File: src/kjpc_pkg.sv
package kjpc_pkg;

  // operation codes of an input beat
  localparam logic [1:0] OP_MS_TICK    = 2'd0;
  localparam logic [1:0] OP_KICK       = 2'd1;
  localparam logic [1:0] OP_FORCED     = 2'd2;
  localparam logic [1:0] OP_PULSE_TICK = 2'd3;

  // register indexes, paddr[3:2]
  localparam logic [1:0] REG_MIN_GAP   = 2'd0;
  localparam logic [1:0] REG_EXPIRE    = 2'd1;
  localparam logic [1:0] REG_VWINDOW   = 2'd2;
  localparam logic [1:0] REG_MAX_KICK  = 2'd3;

  localparam int unsigned ADDR_W = 4;

  localparam logic [15:0] MIN_GAP_RST  = 16'd500;
  localparam logic [15:0] EXPIRE_RST   = 16'd2000;
  localparam logic [7:0]  VWINDOW_RST  = 8'd10;
  localparam logic [6:0]  MAX_KICK_RST = 7'd5;

  localparam logic [13:0] US10_PER_MS  = 14'd100;
  localparam logic [11:0] TICKS_MAX    = 12'hFFF;

  typedef struct packed {
    logic [1:0]  operation;
    logic [15:0] duration_us10;
    logic [7:0]  target_voltage;
    logic [7:0]  capacitor_voltage;
    logic        booster_ready;
  } in_t;

  typedef struct packed {
    logic        kick_active;
    logic        booster_enabled;
    logic        fired;
    logic [11:0] pulse_ticks;
    logic        clamped;
    logic        expired;
    logic        voltage_refused;
    logic        job_pending;
  } out_t;

  typedef struct packed {
    logic [15:0] min_gap_ms;
    logic [15:0] expire_ms;
    logic [7:0]  voltage_window;
    logic [6:0]  max_kick_ms;
  } cfg_t;

  typedef struct packed {
    logic [31:0] now_ms;
    logic        job_valid;
    logic [31:0] job_time;
    logic [15:0] job_length;
    logic [7:0]  wait_voltage;
    logic [31:0] last_kick_time;
    logic [11:0] pulse_left;
    logic        firing;
  } state_t;

endpackage

File: src/kjpc_step.sv
module kjpc_step (
  input  kjpc_pkg::state_t st,
  input  kjpc_pkg::cfg_t   cfg,
  input  kjpc_pkg::in_t    item,
  output kjpc_pkg::state_t st_nxt,
  output kjpc_pkg::out_t   res
);

  function automatic logic [7:0] abs_diff(input logic [7:0] a, input logic [7:0] b);
    logic [7:0] d;
    d = (a > b) ? (a - b) : (b - a);
    return d;
  endfunction

  logic [31:0] now_inc;
  logic [7:0]  half;
  logic        in_gap;
  logic        too_old;
  logic        volt_far;
  logic        target_far;
  logic [13:0] lim;
  logic        over_lim;
  logic [15:0] len_c;
  logic [18:0] len_x5;
  logic [15:0] ticks_full;
  logic [11:0] ticks;

  assign now_inc    = st.now_ms + 32'd1;
  assign half       = {1'b0, cfg.voltage_window[7:1]};
  assign in_gap     = (now_inc - st.last_kick_time) < {16'd0, cfg.min_gap_ms};
  assign too_old    = (now_inc - st.job_time) > {16'd0, cfg.expire_ms};
  assign volt_far   = abs_diff(st.wait_voltage, item.capacitor_voltage) > half;
  assign target_far = abs_diff(item.target_voltage, item.capacitor_voltage) > half;

  // duration limit in 10 us units, then floor(len*5/8) ticks of 16 us
  assign lim        = {7'd0, cfg.max_kick_ms} * kjpc_pkg::US10_PER_MS;
  assign over_lim   = st.job_length > {2'b00, lim};
  assign len_c      = over_lim ? {2'b00, lim} : st.job_length;
  assign len_x5     = {1'b0, len_c, 2'b00} + {3'b000, len_c};
  assign ticks_full = len_x5[18:3];
  assign ticks      = (ticks_full > {4'd0, kjpc_pkg::TICKS_MAX}) ?
                      kjpc_pkg::TICKS_MAX : ticks_full[11:0];

  always_comb begin
    logic go;
    kjpc_pkg::out_t r;
    st_nxt = st;
    r      = '0;
    go     = 1'b0;
    case (item.operation)
      kjpc_pkg::OP_MS_TICK: begin
        st_nxt.now_ms = now_inc;
        if (!st.firing && st.job_valid) begin
          go = 1'b1;
          if (in_gap) begin
            st_nxt.job_valid = 1'b0;
            go = 1'b0;
          end else if (too_old) begin
            st_nxt.job_valid = 1'b0;
            r.expired = 1'b1;
            go = 1'b0;
          end else if (st.wait_voltage != 8'd0) begin
            if (volt_far) begin
              go = 1'b0;
            end else begin
              st_nxt.wait_voltage = 8'd0;
            end
          end
          if (go && item.booster_ready) begin
            st_nxt.job_valid = 1'b0;
            r.fired       = 1'b1;
            r.pulse_ticks = ticks;
            r.clamped     = over_lim;
            if (ticks != 12'd0) begin
              st_nxt.firing     = 1'b1;
              st_nxt.pulse_left = ticks;
            end else begin
              // zero-length kick ends on the spot
              st_nxt.firing         = 1'b0;
              st_nxt.pulse_left     = 12'd0;
              st_nxt.last_kick_time = now_inc;
            end
          end
        end
      end
      kjpc_pkg::OP_KICK: begin
        st_nxt.job_valid  = 1'b1;
        st_nxt.job_time   = st.now_ms;
        st_nxt.job_length = item.duration_us10;
      end
      kjpc_pkg::OP_FORCED: begin
        if (target_far) begin
          r.voltage_refused = 1'b1;
        end else begin
          st_nxt.job_valid    = 1'b1;
          st_nxt.job_time     = st.now_ms;
          st_nxt.job_length   = item.duration_us10;
          st_nxt.wait_voltage = item.target_voltage;
        end
      end
      kjpc_pkg::OP_PULSE_TICK: begin
        if (st.firing) begin
          if (st.pulse_left <= 12'd1) begin
            st_nxt.firing         = 1'b0;
            st_nxt.pulse_left     = 12'd0;
            st_nxt.last_kick_time = st.now_ms;
          end else begin
            st_nxt.pulse_left = st.pulse_left - 12'd1;
          end
        end
      end
      default: begin
        st_nxt = st;
      end
    endcase
    r.kick_active     = st_nxt.firing;
    r.booster_enabled = !st_nxt.firing;
    r.job_pending     = st_nxt.job_valid;
    res = r;
  end

endmodule

File: src/kick_job_pulse_controller_core.sv
// channel  dir  handshake           payload
// in       in   in_valid/in_stall   in_data  (kjpc_pkg::in_t)
// out      out  out_valid/out_stall out_data (kjpc_pkg::out_t)
// cfg      in   psel/penable/pready paddr, pwdata, prdata (32 bit)
//
// one beat per cycle sustained while out_stall is low; a beat passes the input register, then the result register
// the whole state update for a beat is one pass of kjpc_step into the state registers
// rst_n is synchronous: state clears, registers take their defaults
// out_stall holds the result register; one more beat waits in the input register,
// after which in_stall rises
module kick_job_pulse_controller_core (
  input  logic                          clk,
  input  logic                          rst_n,
  input  logic                          in_valid,
  output logic                          in_stall,
  input  kjpc_pkg::in_t                 in_data,
  output logic                          out_valid,
  input  logic                          out_stall,
  output kjpc_pkg::out_t                out_data,
  input  logic                          psel,
  input  logic                          penable,
  input  logic                          pwrite,
  input  logic [kjpc_pkg::ADDR_W-1:0]   paddr,
  input  logic [31:0]                   pwdata,
  output logic [31:0]                   prdata,
  output logic                          pready
);

  kjpc_pkg::cfg_t   cfg_r;
  kjpc_pkg::state_t st_r;
  kjpc_pkg::state_t st_nxt;
  kjpc_pkg::in_t    in_r;
  kjpc_pkg::out_t   out_r;
  kjpc_pkg::out_t   res;
  logic             stage_valid_r;
  logic             stage_valid_nxt;
  logic             out_valid_r;
  logic             out_valid_nxt;
  logic             advance;
  logic             process;
  logic             in_take;
  logic             cfg_wr;
  logic [1:0]       reg_idx;

  assign advance  = !out_valid_r || !out_stall;
  assign process  = stage_valid_r && advance;
  assign in_stall = stage_valid_r && !advance;
  assign in_take  = in_valid && !in_stall;

  assign stage_valid_nxt = in_take || (stage_valid_r && !advance);
  assign out_valid_nxt   = process || (out_valid_r && out_stall);

  assign out_valid = out_valid_r;
  assign out_data  = out_r;

  kjpc_step u_step (
    .st     (st_r),
    .cfg    (cfg_r),
    .item   (in_r),
    .st_nxt (st_nxt),
    .res    (res)
  );

  always_ff @(posedge clk) begin
    if (!rst_n) begin
      stage_valid_r <= 1'b0;
      out_valid_r   <= 1'b0;
      st_r          <= '0;
    end else begin
      stage_valid_r <= stage_valid_nxt;
      out_valid_r   <= out_valid_nxt;
      if (process) begin
        st_r <= st_nxt;
      end
    end
  end

  always_ff @(posedge clk) begin
    if (in_take) begin
      in_r <= in_data;
    end
    if (process) begin
      out_r <= res;
    end
  end

  // register port
  assign pready  = 1'b1;
  assign reg_idx = paddr[3:2];
  assign cfg_wr  = psel && penable && pwrite && pready;

  always_ff @(posedge clk) begin
    if (!rst_n) begin
      cfg_r.min_gap_ms     <= kjpc_pkg::MIN_GAP_RST;
      cfg_r.expire_ms      <= kjpc_pkg::EXPIRE_RST;
      cfg_r.voltage_window <= kjpc_pkg::VWINDOW_RST;
      cfg_r.max_kick_ms    <= kjpc_pkg::MAX_KICK_RST;
    end else if (cfg_wr) begin
      case (reg_idx)
        kjpc_pkg::REG_MIN_GAP:  cfg_r.min_gap_ms     <= pwdata[15:0];
        kjpc_pkg::REG_EXPIRE:   cfg_r.expire_ms      <= pwdata[15:0];
        kjpc_pkg::REG_VWINDOW:  cfg_r.voltage_window <= pwdata[7:0];
        kjpc_pkg::REG_MAX_KICK: cfg_r.max_kick_ms    <= pwdata[6:0];
        default: begin
          cfg_r <= cfg_r;
        end
      endcase
    end
  end

  always_comb begin
    case (reg_idx)
      kjpc_pkg::REG_MIN_GAP:  prdata = {16'd0, cfg_r.min_gap_ms};
      kjpc_pkg::REG_EXPIRE:   prdata = {16'd0, cfg_r.expire_ms};
      kjpc_pkg::REG_VWINDOW:  prdata = {24'd0, cfg_r.voltage_window};
      kjpc_pkg::REG_MAX_KICK: prdata = {25'd0, cfg_r.max_kick_ms};
      default:                prdata = 32'd0;
    endcase
  end

  // a pulse runs exactly while ticks remain
  a_firing_count: assert property (@(posedge clk) disable iff (!rst_n)
    st_r.firing == (st_r.pulse_left != 12'd0))
    else $error("firing flag and pulse count disagree");

  a_drive_booster: assert property (@(posedge clk) disable iff (!rst_n)
    out_valid_r |-> (out_r.kick_active != out_r.booster_enabled))
    else $error("booster enabled during kick drive");

  a_fire_drive: assert property (@(posedge clk) disable iff (!rst_n)
    (out_valid_r && out_r.fired) |-> (out_r.kick_active == (out_r.pulse_ticks != 12'd0)))
    else $error("started pulse and drive level disagree");

  a_stall_cause: assert property (@(posedge clk) disable iff (!rst_n)
    in_stall |-> (out_valid_r && stage_valid_r))
    else $error("input stalled with room in the pipeline");

  a_held_beat: assert property (@(posedge clk) disable iff (!rst_n)
    (stage_valid_r && !advance) |=> (stage_valid_r && $stable(in_r)))
    else $error("waiting beat lost from input register");

endmodule
File: config.mk
export PLATFORM = sky130hd
export DESIGN_NAME = kick_job_pulse_controller_core
export DESIGN_NICKNAME = d
export VERILOG_FILES = /design/src/kjpc_pkg.sv /design/src/kjpc_step.sv /design/src/kick_job_pulse_controller_core.sv
export SDC_FILE = /design/constraint.sdc
export NUM_CORES = 1
export LEC_CHECK = 0
export BUFFER_PORTS_ARGS = -buffer_cell sky130_fd_sc_hd__buf_2
export CAP_MARGIN = 10
export CELL_PAD_IN_SITES_DETAIL_PLACEMENT = 1
export CELL_PAD_IN_SITES_GLOBAL_PLACEMENT = 2
export CORE_MARGIN = 5
export CORE_UTILIZATION = 38
export DETAILED_ROUTE_END_ITERATION = 8
export PLACE_DENSITY = 0.93
export SLEW_MARGIN = 20
export SYNTH_ARGS = -nofsm -noshare
export SYNTH_HDL_FRONTEND = slang
export SYNTH_SLANG_ARGS = --single-unit
File: constraint.sdc
create_clock -name clk -period 8.95 [get_ports clk]
set_clock_uncertainty 0.05 [all_clocks]
set_input_delay 0.895 -clock clk [delete_from_list [all_inputs] [get_ports clk]]
set_output_delay 0.895 -clock clk [all_outputs]
set_load 0.1 [all_outputs]
**After elaboration in Yosys (flattened, before gate mapping)**

Index checks and enable logic that the tools add are counted.

- Latch bits: 0
- Bits of input ports: 78
- Memories: 0
- Word-level logic and storage cells: 135
- Flip-flop bits (word level): 237
- Bits in writable memories: 0
- Bits in read-only memories: 0

- Shift-type cells: 0
- Mux-type cells: 35
- $mul: 1
- Reduce and logical (&&, ||, !) cells: 36
- $lt $le $gt $ge: 9
- Eq/ne operators: 16
- Div/mod/pow operators: 0
- Bitwise logic cells: 2
- Add/subtract/negate cells: 9

Operators with widths:

| operator | count |
|---|---|
| one-hot mux 32 bit (4 select lines) | 1 |
| one-hot mux 48 bit (2 select lines) | 1 |
| two-way mux 45 bit | 2 |
| one-hot mux 45 bit (2 select lines) | 1 |
| two-way mux 32 bit | 2 |
| subtractor 32 bit | 2 |
| two-way mux 57 bit | 1 |
| two-way mux 53 bit | 1 |
| two-way mux 8 bit | 6 |
| adder 32 x 1 -> 32 bit, second input constant | 1 |
| > comparator 32 x 16 -> 1 bit | 1 |
| less-than comparator 32 x 16 -> 1 bit | 1 |
| subtractor 8 bit | 4 |
| two-way mux 12 bit | 2 |
| adder 18 x 16 -> 19 bit | 1 |
| > comparator 16 x 12 -> 1 bit, second input constant | 1 |
| > comparator 16 x 14 -> 1 bit | 1 |
| > comparator 8 x 7 -> 1 bit | 2 |
| > comparator 8 bit | 2 |
| two-way mux 16 bit | 1 |
| one-hot mux 8 bit (2 select lines) | 1 |
| two-way mux 14 bit | 1 |
| two-way mux 1 bit | 13 |
| two-way mux 13 bit | 1 |
| other kinds (22) | 58 |

**Depth between registers and ports, before layout**

- Depth in word-level cells: 14
- Depth in mapped cells: 35

**Cells and area by module**

From an unflattened synthesis, not the netlist that was laid out.

- Cells, all modules: 2,657
- Area, all modules: 20,955.1 um2

Modules (own cells, without submodules):

| module | instances | area each (um2) | cells each |
|---|---|---|---|
| kjpc_step | 1 | 12,004.0 | 1,775 |
| kick_job_pulse_controller_core | 1 | 8,951.1 | 882 |

**Least setup slack after synthesis**

OpenSTA, ideal clock, no wires.

- Kind: reg2reg
- Start point: reg cfg_r[2] (netlist bit)
- End point: reg st_r[22] (netlist bit)
- Cell stages (with the launch flop): 35
- Buffers on the path: 4
- Path slack: 1.449 ns
- Arrival: 7.334 ns
- Clock period less this slack: 7.501 ns
- Setup time: 0.117 ns
- Cells stage by stage: dfxtp_1 ha_1 ha_1 fa_1 ha_1 a21oi_1 o21bai_1 a21oi_1 o21bai_1 a21oi_1 xor2_1 ha_1 and4_1 a2111oi_0 o21ai_0 o22a_1 clkbuf_1 clkbuf_1 nand2_1 o21ai_0 ha_1 nor2b_1 o31a_1 o311ai_0 a21oi_1 a31oi_1 mux2i_1 a31o_2 nor3_1 and3_1 nand3_2 and3_1 clkbuf_2 buf_6 a22o_1

- Word-level cells in the longest chain between the ends: 9

Ends and longest elaborated chain:

| element | RTL line | source |
|---|---|---|
| start: declaration | kick_job_pulse_controller_core.sv:29 | `kjpc_pkg::cfg_t cfg_r;` |
| start signal: assignment | kick_job_pulse_controller_core.sv:105 | `cfg_r <= cfg_r;` |
| multiplier 7 x 5 -> 12 bit (*) | kjpc_step.sv:36 | `assign lim = {7'd0, cfg.max_kick_ms} * kjpc_pkg::US10_PER_MS;` |
| > comparator 16 x 14 -> 1 bit | kjpc_step.sv:37 | `assign over_lim = st.job_length > {2'b00, lim};` |
| two-way mux 16 bit (*) | kjpc_step.sv:38 | `assign len_c = over_lim ? {2'b00, lim} : st.job_length;` |
| adder 18 x 16 -> 19 bit (*) | kjpc_step.sv:39 | `assign len_x5 = {1'b0, len_c, 2'b00} + {3'b000, len_c};` |
| > comparator 16 x 12 -> 1 bit | kjpc_step.sv:41 | `assign ticks = (ticks_full > {4'd0, kjpc_pkg::TICKS_MAX}) ?` |
| two-way mux 12 bit (*) | kjpc_step.sv:41 |  |
| nonzero test 12 bit (*) | kjpc_step.sv:74 | `if (ticks != 12'd0) begin` |
| != test 2 bit (no line) (*) | -- |  |
| AND reduction 7 bit (no line) (*) | -- |  |
| end signal: assignment | kick_job_pulse_controller_core.sv:73 | `st_r <= st_nxt;` |
| end: declaration | kick_job_pulse_controller_core.sv:30 | `kjpc_pkg::state_t st_r;` |

Mark *: on every way between the ends. The rest lies on a longest branch, timed or not.
A chain may end at the register's enable or synchronous reset.

**Final worst setup path**

- Start point: reg cfg_r[3] (netlist bit)
- End point: reg st_r[41] (netlist bit)

Same word-level chain as after synthesis.

==> qor.yml <==
outcome:
  status: "completed"
worst_setup_path:
  worst_r2r_path_depth: 31
  cp_common_cell: "ha_1"
  required_ps: 9350
  critPathTopFamily: "compound AO/OA/AOI/OAI gates"
  rrSetupSlack_ps: 610
  cp-end-kind: "register"
  crit_buf_inv: 2
  crit_path_max_fanout: 32
  worstSetupPathType: "reg -> reg"
  r2r_end: "st_r[41]$_SDFFE_PN0P_"
  cpPeakStageDelay_ps: 460
  critPathSlowestCell: "fa_1"
  crit_arrival_ps: 8740
  rr_startpoint: "cfg_r[3]$_SDFFE_PN0P_"
  start_kind: "register"
global_routing:
  grt_pass1_wl_mm: 94.1
  grt_pass1_vias: 17200
  grt_max_degree: 67
  grt_overflow: 0
  track_usage: 0.218
  grt_antenna_before_repair: 1
worst_hold_path:
  hold_path_depth: 1
  hold_class: "reg -> reg"
  min_to: "st_r[21]$_SDFFE_PN0P_"
  holdCritStartpoint: "st_r[21]$_SDFFE_PN0P_"
clock_network:
  cts_tree: "built"
  cts.sink_count: 237
  cts_buffer_depth: 3
  cts_setup_buffers: 0
  htree_levels: 1
  cts-root-buf: "clkbuf_16"
  numCtsBuffers: 29
  clk_latency_ps: 570
  clk_pin_slew_ps: 70
finish:
  n_antenna_cell: 0
  multi_input_area_sq_mm: 0.0117
  drive_above_1_share: 0.100
  regArea_sq_mm: 0.00529
  nets: 2528
  n_fill_cell: 5680
  fin_area_sq_mm: 0.0202
  area_delta_synth_final_pct: 11.0
routing:
  finalWirelength_mm: 59.0
  dr.pass1.iters: 5
  ant_nets: 0
  routed-via-count: 16200
  wl_per_cell_um: 20.5
  drt_iter0_markers: 722
  vias_per_cell: 5.62
  drcViolationCount: 0
timing:
  max_freq_mhz: 120
  slew_headroom: 0.273
  setup_tns_ps: 0
  fin_crit_sh: 0.932
  drv_slew: 0
  tightestPinTransition_ps: 1060
  min_period_ps: 8340
  rsz0062_at_grt: "false"
  hold_violations: 0
  setup_viol: 0
placement:
  dpl.hpwl_mm: 45.7
  port_buffers: 96
  routabilityCongestion: 0.919
  place_area_sq_mm: 0.0191
power_and_ir_drop:
  cellPowerDensity_mw_per_mm2: 144
  vdd_ir_drop_max_mv: 0.144
  finalPower_mw: 2.91
  leakage_nw: 8.93
synth:
  synth.most_common_cell: "nand2_1"
  syn-cell-area_sq_mm: 0.0182
  ys_ff_latch: 237
  syn-instance-count: 2198
  synthFlopType: "dfxtp_1"
  synthTopCellsByArea: "dfxtp_1, ha_1, edfxtp_1"
  ys_warn_count: 0
  yosysSeqAreaShare: 0.291
  avgSynthCellArea_sq_um: 8.26
  async_flop_share: 0
  yosys.area.top_type: "dfxtp_1"
  netlist_top_cells_count: "nand2_1, nor2_1, ha_1"
  synth_edf_count: 54
  synth.distinct_cells: 89
  synth_top_area_frac: 0.202
die:
  fp.dieH_um: 229
  die_x_um: 229
  dieArea_sq_mm: 0.0523
  start_util: 0.382
  ioPinCount: 132
  core-area_sq_mm: 0.0475
  rows: 80
flow_run:
  drv_cap: 0
report_power, final:
part	internal, mW	switching, mW
combinational	0.164	0.351
sequential	1.12	0.0161
clock	0.772	0.490
total	2.05	0.856
layer usage:
layer	wire length, um	vias up	part of all wire	track usage
met5	0	-	0	0
met4	1310	0	0.022	0.0488
met3	2310	80	0.039	0.0292
met2	28400	300	0.48	0.378
met1	27000	7979	0.46	0.289
li1	-	7863	-	-
timing repair:
item / in CTS / in global routing
hold buffers: 0 / 0
setup endpoints to repair: 0 / 32
resized for setup: 0 / 4
cells by family after synthesis:
logic type	count (synthesis)	share of synthesized area
muxes	115	0.0691
AOI/OAI and AO/OA	549	0.196
buffers and inverters	300	0.0692
and+or+nand+nor	691	0.181
DFF	237	0.291
other	2	0.000413
xor gates and xnor gates	100	0.0490
adders and majority gates	204	0.144
worst register-to-register path: cells and delay by family (launching register included):
kind                     cells  cell delay, ps
AO/OA/AOI/OAI               12            2730
XOR/XNOR                     1             260
adder cells (fa/ha/maj)      6            2110
buffers and inverters        2             440
flip-flops                   1             430
multiplexers                 1             300
AND/OR/NAND/NOR              9            1900
through the flow:
stage               worst slack (ps)  instances   util  hold WS, ps
floorplan                       1450       2215      -          382
global placement                 589       2830  0.402          396
detailed placement               192       2830  0.402          404
CTS                              144       2884  0.423          426
global route                    83.7       2884  0.424          427
finish                           612       2884  0.424          428
cell usage in the layout, fill, tap and decap left out, types with 18 or more instances in the layout:
cell / count
a22oi_1: 22
nor2_1: 197
a21oi_1: 171
o21a_1: 21
ha_1: 195
nor2b_1: 29
and3_1: 18
inv_1: 184
o21ai_0: 105
dfxtp_1: 183
edfxtp_1: 54
nand2_1: 230
or2_2: 19
nand4_1: 31
mux2i_1: 95
a21o_1: 35
xor2_1: 49
clkbuf_16: 31
o211ai_1: 32
o2bb2ai_1: 21
nand3_1: 36
xnor2_1: 50
nor3_1: 30
conb_1: 19
buf_2: 96
or3_1: 18
worst max path at each step:
stage | slack [ps] | end | depth (start not counted) | from
final | 610 | st_r[41]$_SDFFE_PN0P_ | 31 | cfg_r[3]$_SDFFE_PN0P_
after global routing | 80 | st_r[39]$_SDFFE_PN0P_ | 32 | cfg_r[1]$_SDFFE_PN0P_
after CTS | 140 | st_r[29]$_SDFFE_PN0P_ | 29 | cfg_r[3]$_SDFFE_PN0P_
after detailed placement | 190 | st_r[29]$_SDFFE_PN0P_ | 29 | cfg_r[3]$_SDFFE_PN0P_
after global placement | 590 | st_r[14]$_SDFFE_PN0P_ | 29 | cfg_r[2]$_SDFFE_PN1P_
after floorplan | 1450 | st_r[22]$_SDFFE_PN0P_ | 34 | cfg_r[2]$_SDFFE_PN1P_
cell type report:
class / instances / area share
clock buffer: 42 / 0.0420
clock inverter: 12 / 0.00838
inverter: 185 / 0.0345
multi-input combinational: 1678 / 0.582
sequential: 237 / 0.262
tap: 615 / 0.0382
timing repair buffer: 115 / 0.0328
flip-flops by register name, indices dropped and copies added, names as in the netlist:
register,flops
cfg_r,47
in_r,35
out_data,19
out_valid,1
st_r,134
stage_valid_r,1
(Power assumes the default switching activity.)
